File: config.mk
export PLATFORM = sky130hd
export DESIGN_NAME = keypad_code_lock
export DESIGN_NICKNAME = d
export VERILOG_FILES = /design/src/kcl_pkg.sv /design/src/kcl_in_stage.sv /design/src/kcl_core.sv /design/src/kcl_out_stage.sv /design/src/keypad_code_lock.sv
export SDC_FILE = /design/constraint.sdc
export NUM_CORES = 1
export LEC_CHECK = 0
export ABC_AREA = 1
export CORE_MARGIN = 2
export CORE_UTILIZATION = 50
export DETAILED_ROUTE_END_ITERATION = 8
export DONT_BUFFER_PORTS = 1
export PLACE_DENSITY = 0.66
export SLEW_MARGIN = 20
export SYNTH_ARGS = -nofsm -noshare
export SYNTH_HDL_FRONTEND = slang
export SYNTH_SLANG_ARGS = --single-unit
File: constraint.sdc
create_clock -name clk -period 8.05 [get_ports clk]
set_clock_uncertainty 0.1 [all_clocks]
set_input_delay 0.805 -clock clk [delete_from_list [all_inputs] [get_ports clk]]
set_output_delay 0.805 -clock clk [all_outputs]
set_load 0.02 [all_outputs]
File: src/kcl_pkg.sv
// Shared types, field widths and codes for the keypad code lock.
package kcl_pkg;

    // Number of digits in a code.
    localparam int CODE_LENGTH = 4;

    localparam int DIGIT_W = 4;
    localparam int MODE_W  = 2;
    localparam int ATT_W   = 3;
    localparam int CNT_W   = 3;
    localparam int TICK_W  = 16;
    localparam int EV_W    = 3;
    localparam int IDX_W   = (CODE_LENGTH > 1) ? $clog2(CODE_LENGTH) : 1;

    localparam int CFG_ADDR_W = 1;
    localparam int CFG_DATA_W = 16;

    localparam int IN_DATA_W  = 8;
    localparam int OUT_BITS   = MODE_W + 2 + ATT_W + CNT_W + TICK_W + EV_W;
    localparam int OUT_DATA_W = ((OUT_BITS + 7) / 8) * 8;
    localparam int OUT_PAD_W  = OUT_DATA_W - OUT_BITS;

    // Register indexes on the configuration port.
    localparam logic [CFG_ADDR_W-1:0] REG_MAX_ATTEMPTS  = 1'd0;
    localparam logic [CFG_ADDR_W-1:0] REG_LOCKOUT_TICKS = 1'd1;

    localparam logic [ATT_W-1:0]  MAX_ATTEMPTS_RST  = 3'd3;
    localparam logic [TICK_W-1:0] LOCKOUT_TICKS_RST = 16'd61;
    localparam logic [TICK_W-1:0] TICK_MAX          = {TICK_W{1'b1}};
    localparam logic [DIGIT_W-1:0] DIGIT_MAX        = 4'd9;

    // Item kinds carried on the input tuser bit.
    localparam logic CMD_DIGIT = 1'b0;
    localparam logic CMD_TICK  = 1'b1;

    localparam logic [MODE_W-1:0] MODE_SET      = 2'd0;
    localparam logic [MODE_W-1:0] MODE_LOCKED   = 2'd1;
    localparam logic [MODE_W-1:0] MODE_UNLOCKED = 2'd2;
    localparam logic [MODE_W-1:0] MODE_DISABLED = 2'd3;

    localparam logic [EV_W-1:0] EV_NONE     = 3'd0;
    localparam logic [EV_W-1:0] EV_DIGIT    = 3'd1;
    localparam logic [EV_W-1:0] EV_CODE_SET = 3'd2;
    localparam logic [EV_W-1:0] EV_GRANTED  = 3'd3;
    localparam logic [EV_W-1:0] EV_DENIED   = 3'd4;
    localparam logic [EV_W-1:0] EV_DISABLED = 3'd5;
    localparam logic [EV_W-1:0] EV_ENABLED  = 3'd6;

    typedef struct packed {
        logic               cmd;
        logic [DIGIT_W-1:0] digit;
    } item_t;

    typedef struct packed {
        logic [MODE_W-1:0] mode;
        logic              red_led;
        logic              green_led;
        logic [ATT_W-1:0]  attempts_left;
        logic [CNT_W-1:0]  digits_entered;
        logic [TICK_W-1:0] lockout_remaining;
        logic [EV_W-1:0]   event_res;
    } result_t;

endpackage

File: src/kcl_in_stage.sv
// Input register stage: holds one accepted item until the core consumes it.
module kcl_in_stage
    import kcl_pkg::*;
(
    input  logic  clk,
    input  logic  rst_n,
    input  logic  in_valid,
    output logic  in_ready,
    input  item_t in_item,
    input  logic  advance,
    output logic  hold_valid,
    output item_t hold_item
);

    logic  valid_reg;
    logic  valid_next;
    item_t item_reg;

    assign in_ready   = !valid_reg || advance;
    assign valid_next = (in_valid && in_ready) ? 1'b1 : (advance ? 1'b0 : valid_reg);

    always_ff @(posedge clk or negedge rst_n)
    begin
        if (!rst_n)
        begin
            valid_reg <= 1'b0;
        end
        else
        begin
            valid_reg <= valid_next;
        end
    end

    always_ff @(posedge clk)
    begin
        if (in_valid && in_ready)
        begin
            item_reg <= in_item;
        end
    end

    assign hold_valid = valid_reg;
    assign hold_item  = item_reg;

endmodule

File: src/kcl_core.sv
// Lock state, configuration registers and the single-pass next-state logic.
module kcl_core
    import kcl_pkg::*;
(
    input  logic                  clk,
    input  logic                  rst_n,
    input  logic                  cfg_wr_en,
    input  logic [CFG_ADDR_W-1:0] cfg_addr,
    input  logic [CFG_DATA_W-1:0] cfg_wdata,
    input  logic                  advance,
    input  item_t                 item,
    output result_t               result
);

    logic [ATT_W-1:0]  max_attempts_reg;
    logic [TICK_W-1:0] lockout_ticks_reg;

    logic [MODE_W-1:0]  mode_reg,     mode_next;
    logic [CNT_W-1:0]   count_reg,    count_next;
    logic [ATT_W-1:0]   attempts_reg, attempts_next;
    logic [TICK_W-1:0]  elapsed_reg,  elapsed_next;
    logic [DIGIT_W-1:0] code_reg  [CODE_LENGTH];
    logic [DIGIT_W-1:0] code_next [CODE_LENGTH];
    logic [DIGIT_W-1:0] entry_reg [CODE_LENGTH];
    logic [DIGIT_W-1:0] entry_next[CODE_LENGTH];

    logic [EV_W-1:0]    ev;
    logic [CNT_W:0]     count_plus;
    logic               last_digit;
    logic [IDX_W-1:0]   idx;
    logic [TICK_W-1:0]  elapsed_inc;
    logic               match;
    logic [TICK_W-1:0]  remaining;

    assign count_plus  = {1'b0, count_reg} + 1'b1;
    assign last_digit  = (count_plus >= (CNT_W + 1)'(CODE_LENGTH));
    assign idx         = count_reg[IDX_W-1:0];
    assign elapsed_inc = (elapsed_reg < TICK_MAX) ? elapsed_reg + 1'b1 : elapsed_reg;

    // The digit just pressed takes the place of the stored entry at the current index.
    always_comb
    begin
        match = 1'b1;
        for (int i = 0; i < CODE_LENGTH; i++)
        begin
            if (((IDX_W'(i) == idx) ? item.digit : entry_reg[i]) != code_reg[i])
            begin
                match = 1'b0;
            end
        end
    end

    always_comb
    begin
        mode_next     = mode_reg;
        count_next    = count_reg;
        attempts_next = attempts_reg;
        elapsed_next  = elapsed_reg;
        code_next     = code_reg;
        entry_next    = entry_reg;
        ev            = EV_NONE;
        if (item.cmd == CMD_TICK)
        begin
            if (mode_reg == MODE_DISABLED)
            begin
                if (elapsed_inc >= lockout_ticks_reg)
                begin
                    mode_next     = MODE_LOCKED;
                    attempts_next = max_attempts_reg;
                    count_next    = '0;
                    elapsed_next  = '0;
                    ev            = EV_ENABLED;
                end
                else
                begin
                    elapsed_next = elapsed_inc;
                end
            end
        end
        else if (item.digit <= DIGIT_MAX && mode_reg != MODE_DISABLED)
        begin
            if (mode_reg == MODE_SET || mode_reg == MODE_UNLOCKED)
            begin
                code_next[idx] = item.digit;
                if (last_digit)
                begin
                    count_next = '0;
                    mode_next  = MODE_LOCKED;
                    ev         = EV_CODE_SET;
                end
                else
                begin
                    count_next = count_plus[CNT_W-1:0];
                    ev         = EV_DIGIT;
                end
            end
            else
            begin
                entry_next[idx] = item.digit;
                if (!last_digit)
                begin
                    count_next = count_plus[CNT_W-1:0];
                    ev         = EV_DIGIT;
                end
                else
                begin
                    count_next = '0;
                    if (match)
                    begin
                        mode_next = MODE_UNLOCKED;
                        ev        = EV_GRANTED;
                    end
                    else if (attempts_reg <= ATT_W'(1))
                    begin
                        attempts_next = '0;
                        elapsed_next  = '0;
                        mode_next     = MODE_DISABLED;
                        ev            = EV_DISABLED;
                    end
                    else
                    begin
                        attempts_next = attempts_reg - 1'b1;
                        ev            = EV_DENIED;
                    end
                end
            end
        end
    end

    assign remaining = (mode_next == MODE_DISABLED && lockout_ticks_reg > elapsed_next)
                       ? lockout_ticks_reg - elapsed_next : '0;

    always_comb
    begin
        result.mode              = mode_next;
        result.red_led           = (mode_next == MODE_LOCKED) || (mode_next == MODE_DISABLED);
        result.green_led         = (mode_next == MODE_UNLOCKED);
        result.attempts_left     = attempts_next;
        result.digits_entered    = count_next;
        result.lockout_remaining = remaining;
        result.event_res         = ev;
    end

    always_ff @(posedge clk or negedge rst_n)
    begin
        if (!rst_n)
        begin
            max_attempts_reg  <= MAX_ATTEMPTS_RST;
            lockout_ticks_reg <= LOCKOUT_TICKS_RST;
        end
        else if (cfg_wr_en)
        begin
            case (cfg_addr)
                REG_MAX_ATTEMPTS:  max_attempts_reg  <= cfg_wdata[ATT_W-1:0];
                REG_LOCKOUT_TICKS: lockout_ticks_reg <= cfg_wdata[TICK_W-1:0];
                default:           ;
            endcase
        end
    end

    always_ff @(posedge clk or negedge rst_n)
    begin
        if (!rst_n)
        begin
            mode_reg     <= MODE_SET;
            count_reg    <= '0;
            attempts_reg <= MAX_ATTEMPTS_RST;
            elapsed_reg  <= '0;
        end
        else if (advance)
        begin
            mode_reg     <= mode_next;
            count_reg    <= count_next;
            attempts_reg <= attempts_next;
            elapsed_reg  <= elapsed_next;
        end
    end

    // Digit stores hold no meaning until written, so they carry no reset.
    always_ff @(posedge clk)
    begin
        if (advance)
        begin
            code_reg  <= code_next;
            entry_reg <= entry_next;
        end
    end

endmodule

File: src/kcl_out_stage.sv
// Result register stage: holds one result item until the downstream side takes it.
module kcl_out_stage
    import kcl_pkg::*;
(
    input  logic    clk,
    input  logic    rst_n,
    input  logic    load,
    input  result_t result,
    output logic    out_free,
    output logic    out_valid,
    input  logic    out_ready,
    output result_t out_result
);

    logic    valid_reg;
    result_t result_reg;

    assign out_free = !valid_reg || out_ready;

    always_ff @(posedge clk or negedge rst_n)
    begin
        if (!rst_n)
        begin
            valid_reg <= 1'b0;
        end
        else if (out_free)
        begin
            valid_reg <= load;
        end
    end

    always_ff @(posedge clk)
    begin
        if (load)
        begin
            result_reg <= result;
        end
    end

    assign out_valid  = valid_reg;
    assign out_result = result_reg;

endmodule

File: src/keypad_code_lock.sv
// Top level of the keypad code lock: input register, lock core and result register.
//
//  channel   direction  handshake                     payload
//  s_axis    in         s_axis_tvalid/s_axis_tready   tuser = cmd, tdata = digit
//  m_axis    out        m_axis_tvalid/m_axis_tready   tdata = packed result fields
//  cfg       in         cfg_wr_en (no wait)           cfg_addr, cfg_wdata
//
// An accepted item is held in the input register until the core takes it, and its result
// is then registered in the result register, from which it is offered on m_axis.
// One item is taken per cycle while m_axis does not stall; the core updates its state in one pass.
// A result held on m_axis stalls the input register, which then stalls s_axis.
// Reset returns the mode, counters and configuration to their reset values;
// the stored code is unset.
module keypad_code_lock
    import kcl_pkg::*;
(
    input  logic                  clk,
    input  logic                  rst_n,
    input  logic                  s_axis_tvalid,
    output logic                  s_axis_tready,
    input  logic [IN_DATA_W-1:0]  s_axis_tdata,  // [3:0] digit
    input  logic                  s_axis_tuser,  // [0] cmd
    output logic                  m_axis_tvalid,
    input  logic                  m_axis_tready,
    // [1:0] mode, [2] red_led, [3] green_led, [6:4] attempts_left,
    // [9:7] digits_entered, [25:10] lockout_remaining, [28:26] event_res
    output logic [OUT_DATA_W-1:0] m_axis_tdata,
    input  logic                  cfg_wr_en,
    input  logic [CFG_ADDR_W-1:0] cfg_addr,
    input  logic [CFG_DATA_W-1:0] cfg_wdata
);

    item_t     in_item;
    item_t     hold_item;
    logic      hold_valid;
    logic      out_free;
    logic      advance;
    result_t   result;
    result_t   out_result;

    assign in_item.cmd   = s_axis_tuser;
    assign in_item.digit = s_axis_tdata[DIGIT_W-1:0];
    assign advance       = hold_valid && out_free;

    kcl_in_stage u_in (
        .clk        (clk),
        .rst_n      (rst_n),
        .in_valid   (s_axis_tvalid),
        .in_ready   (s_axis_tready),
        .in_item    (in_item),
        .advance    (advance),
        .hold_valid (hold_valid),
        .hold_item  (hold_item)
    );

    kcl_core u_core (
        .clk       (clk),
        .rst_n     (rst_n),
        .cfg_wr_en (cfg_wr_en),
        .cfg_addr  (cfg_addr),
        .cfg_wdata (cfg_wdata),
        .advance   (advance),
        .item      (hold_item),
        .result    (result)
    );

    kcl_out_stage u_out (
        .clk        (clk),
        .rst_n      (rst_n),
        .load       (advance),
        .result     (result),
        .out_free   (out_free),
        .out_valid  (m_axis_tvalid),
        .out_ready  (m_axis_tready),
        .out_result (out_result)
    );

    assign m_axis_tdata = {{OUT_PAD_W{1'b0}},
                           out_result.event_res,
                           out_result.lockout_remaining,
                           out_result.digits_entered,
                           out_result.attempts_left,
                           out_result.green_led,
                           out_result.red_led,
                           out_result.mode};

endmodule

**Yosys cells after proc, flatten, opt, wreduce, memory -nomap -nowiden**

Cells that the tools add are included.

- Reduce and logical (&&, ||, !) cells: 18
- Mux-type cells: 54
- $lt $le $gt $ge: 8
- Bitwise logic cells: 4
- Add/sub/neg operators: 4
- Equal/unequal tests: 13

Operator list:

| operator | count |
|---|---|
| $mux W16 | 9 |
| $mux W3 | 20 |
| $bwmux W16 | 2 |
| $mux W2 | 10 |
| $mux W4 | 5 |
| $add A16 B1 Y16 const B | 1 |
| $ge A16 B16 Y1 | 1 |
| $gt A16 B16 Y1 | 1 |
| $lt A16 B16 Y1 const B | 1 |
| $ne A4 B4 Y1 | 4 |
| $sub A16 B16 Y16 | 1 |
| $demux W4 S2 | 1 |
| $eq A2 B2 Y1 const B | 4 |
| $reduce_and A4 Y1 | 2 |
| $mux W1 | 7 |
| $logic_and A1 B1 Y1 | 5 |
| $add A3 B1 Y4 const B | 1 |
| $eq A2 B2 Y1 const A | 2 |
| $ge A4 B3 Y1 const B | 1 |
| $le A4 B4 Y1 const B | 1 |
| $logic_not A2 Y1 | 2 |
| $logic_or A1 B1 Y1 | 4 |
| $reduce_and A2 Y1 | 2 |
| $ge A3 B3 Y1 const B | 1 |
| other kinds (10) | 13 |

- Output and inout port bits: 34
- Flip-flop bits (word level): 111
- Input port bits: 31

**Logic depth before layout (Yosys ltp)**

- Depth after elaboration: 14
- Gate-level depth with buffers: 32
- Mapped depth without buffers: 31

**Cells and area by module**

From an unflattened synthesis, not the netlist that was laid out.

- Cells, all modules: 905
- Area, all modules: 7109.3 um^2

By module, submodules not included:

| module | seq. area each (um^2) | area each (um^2) | times used | cells an instance |
|---|---|---|---|---|
| kcl_core | 2048.2 | 5964.5 | 1 | 854 |
| kcl_out_stage | 895.9 | 915.9 | 1 | 34 |
| kcl_in_stage | 175.2 | 195.2 | 1 | 11 |
| keypad_code_lock | 0.0 | 33.8 | 1 | 6 |

**Least setup slack after synthesis**

No wires, ideal clock.

- Path type: flip-flop to flip-flop
- Start: register u_core.elapsed_reg[0]
- End: register u_out.result_reg (netlist bit u_out.out_result[9]), data pin
- Path slack: 3.593 ns
- Data arrival time: 4.222 ns
- Path buffers: 2
- Stages on the path, launching flop included: 29
- Data required time: 7.815 ns
- Cell sequence: dfrtp_1 -> inv_1 -> nor3_1 -> nand3_1 -> nor2_1 -> nand3_1 -> and2_1 -> ha_1 -> nand2_1 -> inv_1 -> nand3_1 -> nor3_1 -> nand3_1 -> nand3_1 -> buf_2 -> o31ai_1 -> and2_1 -> ha_1 -> fa_1 -> o21ai_2 -> a21oi_1 -> o211ai_2 -> nand3_1 -> nand2_1 -> nand2_1 -> nor2_1 -> nand2_4 -> buf_6 -> nor2_2

- Word-level cells in the longest chain between the ends: 8
- Elaborated cells on any way between the ends: 19
- Those cells by class: 2 x add/sub; 3 x order compare; 1 x eq/ne; 12 x mux; 1 x reduce/logical

Ends and longest elaborated chain:

| item | line | source |
|---|---|---|
| start: declaration | kcl_core.sv:21 | `logic [TICK_W-1:0] elapsed_reg, elapsed_next;` |
| start signal: assignment | kcl_core.sv:175 | `elapsed_reg <= elapsed_next;` |
| $add A16 B1 Y16 (tied with other cells) | kcl_core.sv:38 | `assign elapsed_inc = (elapsed_reg < TICK_MAX) ? elapsed_reg + 1'b1 : elapsed_reg;` |
| $mux W16, on equally long branches | kcl_core.sv:38, kcl_core.sv:108 |  |
| $ge A16 B16 Y1 / $mux W16 (equally long branches) | kcl_core.sv:66, kcl_core.sv:100 |  |
| $mux W16, on equally long branches | kcl_core.sv:66, kcl_core.sv:82 |  |
| $mux W16, on equally long branches | kcl_core.sv:64, kcl_core.sv:80 |  |
| $mux W16 (*) | kcl_core.sv:62 | `if (item.cmd == CMD_TICK)` |
| net u_core.elapsed_next[0] | kcl_core.sv:21 |  |
| $gt A16 B16 Y1 | kcl_core.sv:130 | `assign remaining = (mode_next == MODE_DISABLED && lockout_ticks_reg > elapsed_next)` |
| $logic_and A1 B1 Y1 | kcl_core.sv:130 |  |
| end signal: assignment | kcl_out_stage.sv:36 | `result_reg <= result;` |
| end: declaration | kcl_out_stage.sv:16 | `result_t result_reg;` |

Mark *: on every way through the listed nets, which the timed path passes. The rest lies on a longest branch.
A chain may end at the register's enable or synchronous reset.

**Worst setup path in the final report**

- Start: register u_core.elapsed_reg[0]
- End: register u_out.result_reg (netlist bit u_out.out_result[6]), data pin

- Word-level cells in the longest chain between the ends: 8
- Elaborated cells on any way between the ends: 19
- Those cells by class: 2 x add/sub; 3 x order compare; 1 x eq/ne; 12 x mux; 1 x reduce/logical

Ends and longest elaborated chain:

| item | line | source |
|---|---|---|
| $add A16 B1 Y16 (tied with other cells) | kcl_core.sv:38 |  |
| $mux W16, on equally long branches | kcl_core.sv:38, kcl_core.sv:108 |  |
| $ge A16 B16 Y1 / $mux W16 (equally long branches) | kcl_core.sv:66, kcl_core.sv:100 |  |
| $mux W16 (tied with other cells) | kcl_core.sv:66 | `if (elapsed_inc >= lockout_ticks_reg)` |
| $mux W16 (tied with other cells) | kcl_core.sv:64 | `if (mode_reg == MODE_DISABLED)` |
| $mux W16 / $mux W2 (equally long branches) | kcl_core.sv:62 |  |
| $gt A16 B16 Y1 / $eq A2 B2 Y1 (equally long branches) | kcl_core.sv:130 |  |
| $logic_and A1 B1 Y1 | kcl_core.sv:130 |  |

Parallel ways exist; a longest one is shown, timed or not.

==> impl_metrics.tcl <==
set metrics [dict create \
    status "finished clean" \
    finalHoldViolCount 0 \
    drc 0 \
    synth_area_per_cell_um2 7.874 \
    critPathCapture "u_out.out_result[6]" \
    seq_area_frac_synth_pct 44.58 \
    postRouteAntennaNets 0 \
    min_path_type "primary input to asynchronous set/reset pin" \
    path_max_fanout 16 \
    synth_top_area_share_pct 28.17 \
    timing.setup.tns_ns 0 \
    synth_edf_count 65 \
    drt-total-wl_um 15300 \
    portBuffers 0 \
    irDropWorstVdd_uv 111.0 \
    globalplace.congestion 0.9288 \
    diodes 0 \
    netlist_top_cells_area "edfxtp_1 (28%), nand2_1 (15%), dfrtp_1 (13%)" \
    dr_total_vias 5447 \
    fin_nets 939 \
    cts_buffer_depth 2 \
    worstSetupEndpointType "register" \
    grt_setup_unrepaired "no" \
    max_freq_mhz 171.7 \
    crit_cells 27 \
    place_hpwl_um 11240 \
    critPathBufInv 4 \
    crit_start "u_core.elapsed_reg[0]" \
    synth.distinct_cells 47 \
    synth_area_um2 6929 \
    path_delay_family "simple AND/OR/NAND/NOR gates" \
    clk_pin_slew_ns 0.07 \
    reg2reg_slack_ns 2.23 \
    critical_path_class "register to register" \
    arrival_ns 5.83 \
    final_cells 1053 \
    drtPass1Iterations 5 \
    grt_pass1_vias 4950 \
    period_minus_slack_ns 5.823 \
    drive_gt1_share_pct 7.216 \
    largest_reg_flops 28 \
    dieHeight_um 121.7 \
    setup_viol 0 \
    die-area_um2 14820 \
    grt_pass1_wl_um 25030 \
    power.leakage_nw 3.458 \
    vias_per_cell 5.173 \
    cts_root_buffer "clkbuf_16" \
    layout_commonest_cell "nand2_1" \
    grt_util_all_layers_pct 21.79 \
    fin_crit_sh_pct 72.34 \
    max_slew.worst_pin.slew_ns 0.9132 \
    htree_levels 3 \
    ios 65 \
    required_ns 8.06 \
    core_area_um2 13720 \
    max-cap-violations 0 \
    worst-r2r-cell-count 27 \
    slowest_stage "nor2_1" \
    wl_per_cell_um 14.53 \
    power_density_nw_per_um2 282.0 \
    clk_latency_ns 0.36 \
    cts.repair.resized 0 \
    area_growth_pct 5.363 \
    maxSlewHeadroom_pct 39.12 \
    r2r-start "u_core.elapsed_reg[0]" \
    grt_overflow 0 \
    placed_cells 1037 \
    start_util_pct 50.51 \
    worst_setup_path_start_kind "register" \
    synth_ff_type "edfxtp_1" \
    synth_cells 880 \
    grt_max_degree 65 \
    antenna_found_initial 0 \
    yosysTopAreaCell "edfxtp_1" \
    cts_tree "yes" \
    cts_setup_buffers 0 \
    slowest_delay_ns 0.68 \
    ys_ff_latch 110 \
    final_cell_mix "nand2_1 (279), inv_1 (111), edfxtp_1 (65)" \
    hold_buffers 0 \
    r2r_end "u_out.out_result[6]" \
    slew_viol_final 0 \
    async_flop_share_pct 40.91 \
    dr.first_iter.drc_count 384 \
    cts.sinks 110 \
    cts_buffers 9 \
    die_w_um 121.7 \
    yosysWarnings 0 \
    cpMostUsedCell "nand2_1" \
    num_rows 43 \
]
==> layer usage <==
metal	track usage (%)	routed length, um	up-vias	part of all wire, %
li1	-	-	2815	-
met1	32.08	7518	2449	49
met2	31.81	6493	158	42
met3	3.745	894	25	5.8
met4	9.052	389	0	2.5
met5	0	0	-	0
==> cell usage after synthesis, types with 2 or more instances <==
| cell | count |
|---|---|
| nor2_1 | 63 |
| nor3_1 | 8 |
| buf_2 | 8 |
| nand3b_1 | 6 |
| o22ai_1 | 5 |
| nor2_2 | 13 |
| nand3_1 | 53 |
| nand3_2 | 2 |
| o21ai_2 | 2 |
| nand2_1 | 279 |
| clkbuf_1 | 7 |
| dfrtp_1 | 36 |
| inv_1 | 111 |
| a21oi_1 | 44 |
| o31ai_1 | 2 |
| nand2_2 | 5 |
| and2_1 | 3 |
| nand2_4 | 2 |
| inv_2 | 9 |
| o21ai_0 | 37 |
| o21ai_1 | 5 |
| buf_4 | 4 |
| nand4_1 | 13 |
| xnor2_1 | 7 |
| ha_1 | 39 |
| dfstp_2 | 9 |
| edfxtp_1 | 65 |
| buf_1 | 3 |
| a21o_1 | 3 |
| xor2_1 | 17 |
| buf_6 | 4 |
==> worst register-to-register path, cell delays in order (launching register included) <==
cell	delay [ns]
dfrtp_1	0.47
inv_1	0.11
nor3_1	0.39
nand3_1	0.14
nor2_1	0.23
nand3_1	0.11
and2_1	0.20
ha_1	0.29
nand2_1	0.08
inv_1	0.04
nand3_1	0.09
inv_1	0.05
a21oi_1	0.16
nand3_1	0.41
nor2_1	0.68
nand2_1	0.10
o21ai_0	0.10
nand2_1	0.07
nand2_1	0.15
inv_1	0.06
ha_1	0.38
nand2_1	0.12
nor3_1	0.32
nand2_1	0.11
nor4_1	0.21
nor2_1	0.12
nand2_4	0.21
nor2_1	0.08
==> stage by stage <==
step | hold slack [ns] | setup WS, ns | utilization, % | instance area, um2 | total power [mW]
detailed placement | 0.3892 | 2.344 | 51.16 | 7019 | 1.634
floorplan | 0.3534 | 3.593 | - | 6937 | 1.463
finish | 0.03260 | 2.227 | 53.21 | 7301 | 2.059
global route | 0.02133 | 1.785 | 53.21 | 7301 | 2.217
global placement | 0.3766 | 2.364 | 51.16 | 7019 | 1.620
CTS | 0.02381 | 2.319 | 53.21 | 7301 | 2.065
==> cell families (layout without fill, tap and decap cells) <==
family,count (synthesis),after routing,share of synthesized area [%]
simple gates,451,451,27.75
xor+xnor,24,24,3.034
compound gates,106,106,8.415
buf+inv,148,139,8.830
flops,110,110,44.58
other cells,1,3,0.05412
fa+ha+maj,40,40,7.331
==> final cells by class <==
| class | instances | area, um2 |
|---|---|---|
| tap | 180 | 225.2 |
| sequential | 110 | 3089 |
| fill | 1314 | 6419 |
| clock buffer | 9 | 225.2 |
| multi-input combinational | 624 | 3236 |
| inverter | 121 | 454.2 |
| timing repair buffer | 2 | 15.01 |
| clock inverter | 7 | 56.30 |
==> worst min-delay path by stage <==
stage,endpoint,slack (ns),cells after the start
final,u_core.lockout_ticks_reg[11],0.03,0
after global routing,u_core.lockout_ticks_reg[11],0.02,0
after CTS,u_core.lockout_ticks_reg[11],0.02,0
after detailed placement,u_core.max_attempts_reg[1],0.39,2
after global placement,u_core.max_attempts_reg[0],0.38,2
after floorplan,u_core.max_attempts_reg[2],0.35,2
==> power breakdown <==
part / switching, mW / internal, mW
Clock: 0.215 / 0.215
Sequential: 0.133 / 0.717
Combinational: 0.514 / 0.265
No activity file was read; power rests on OpenSTA's default activity.
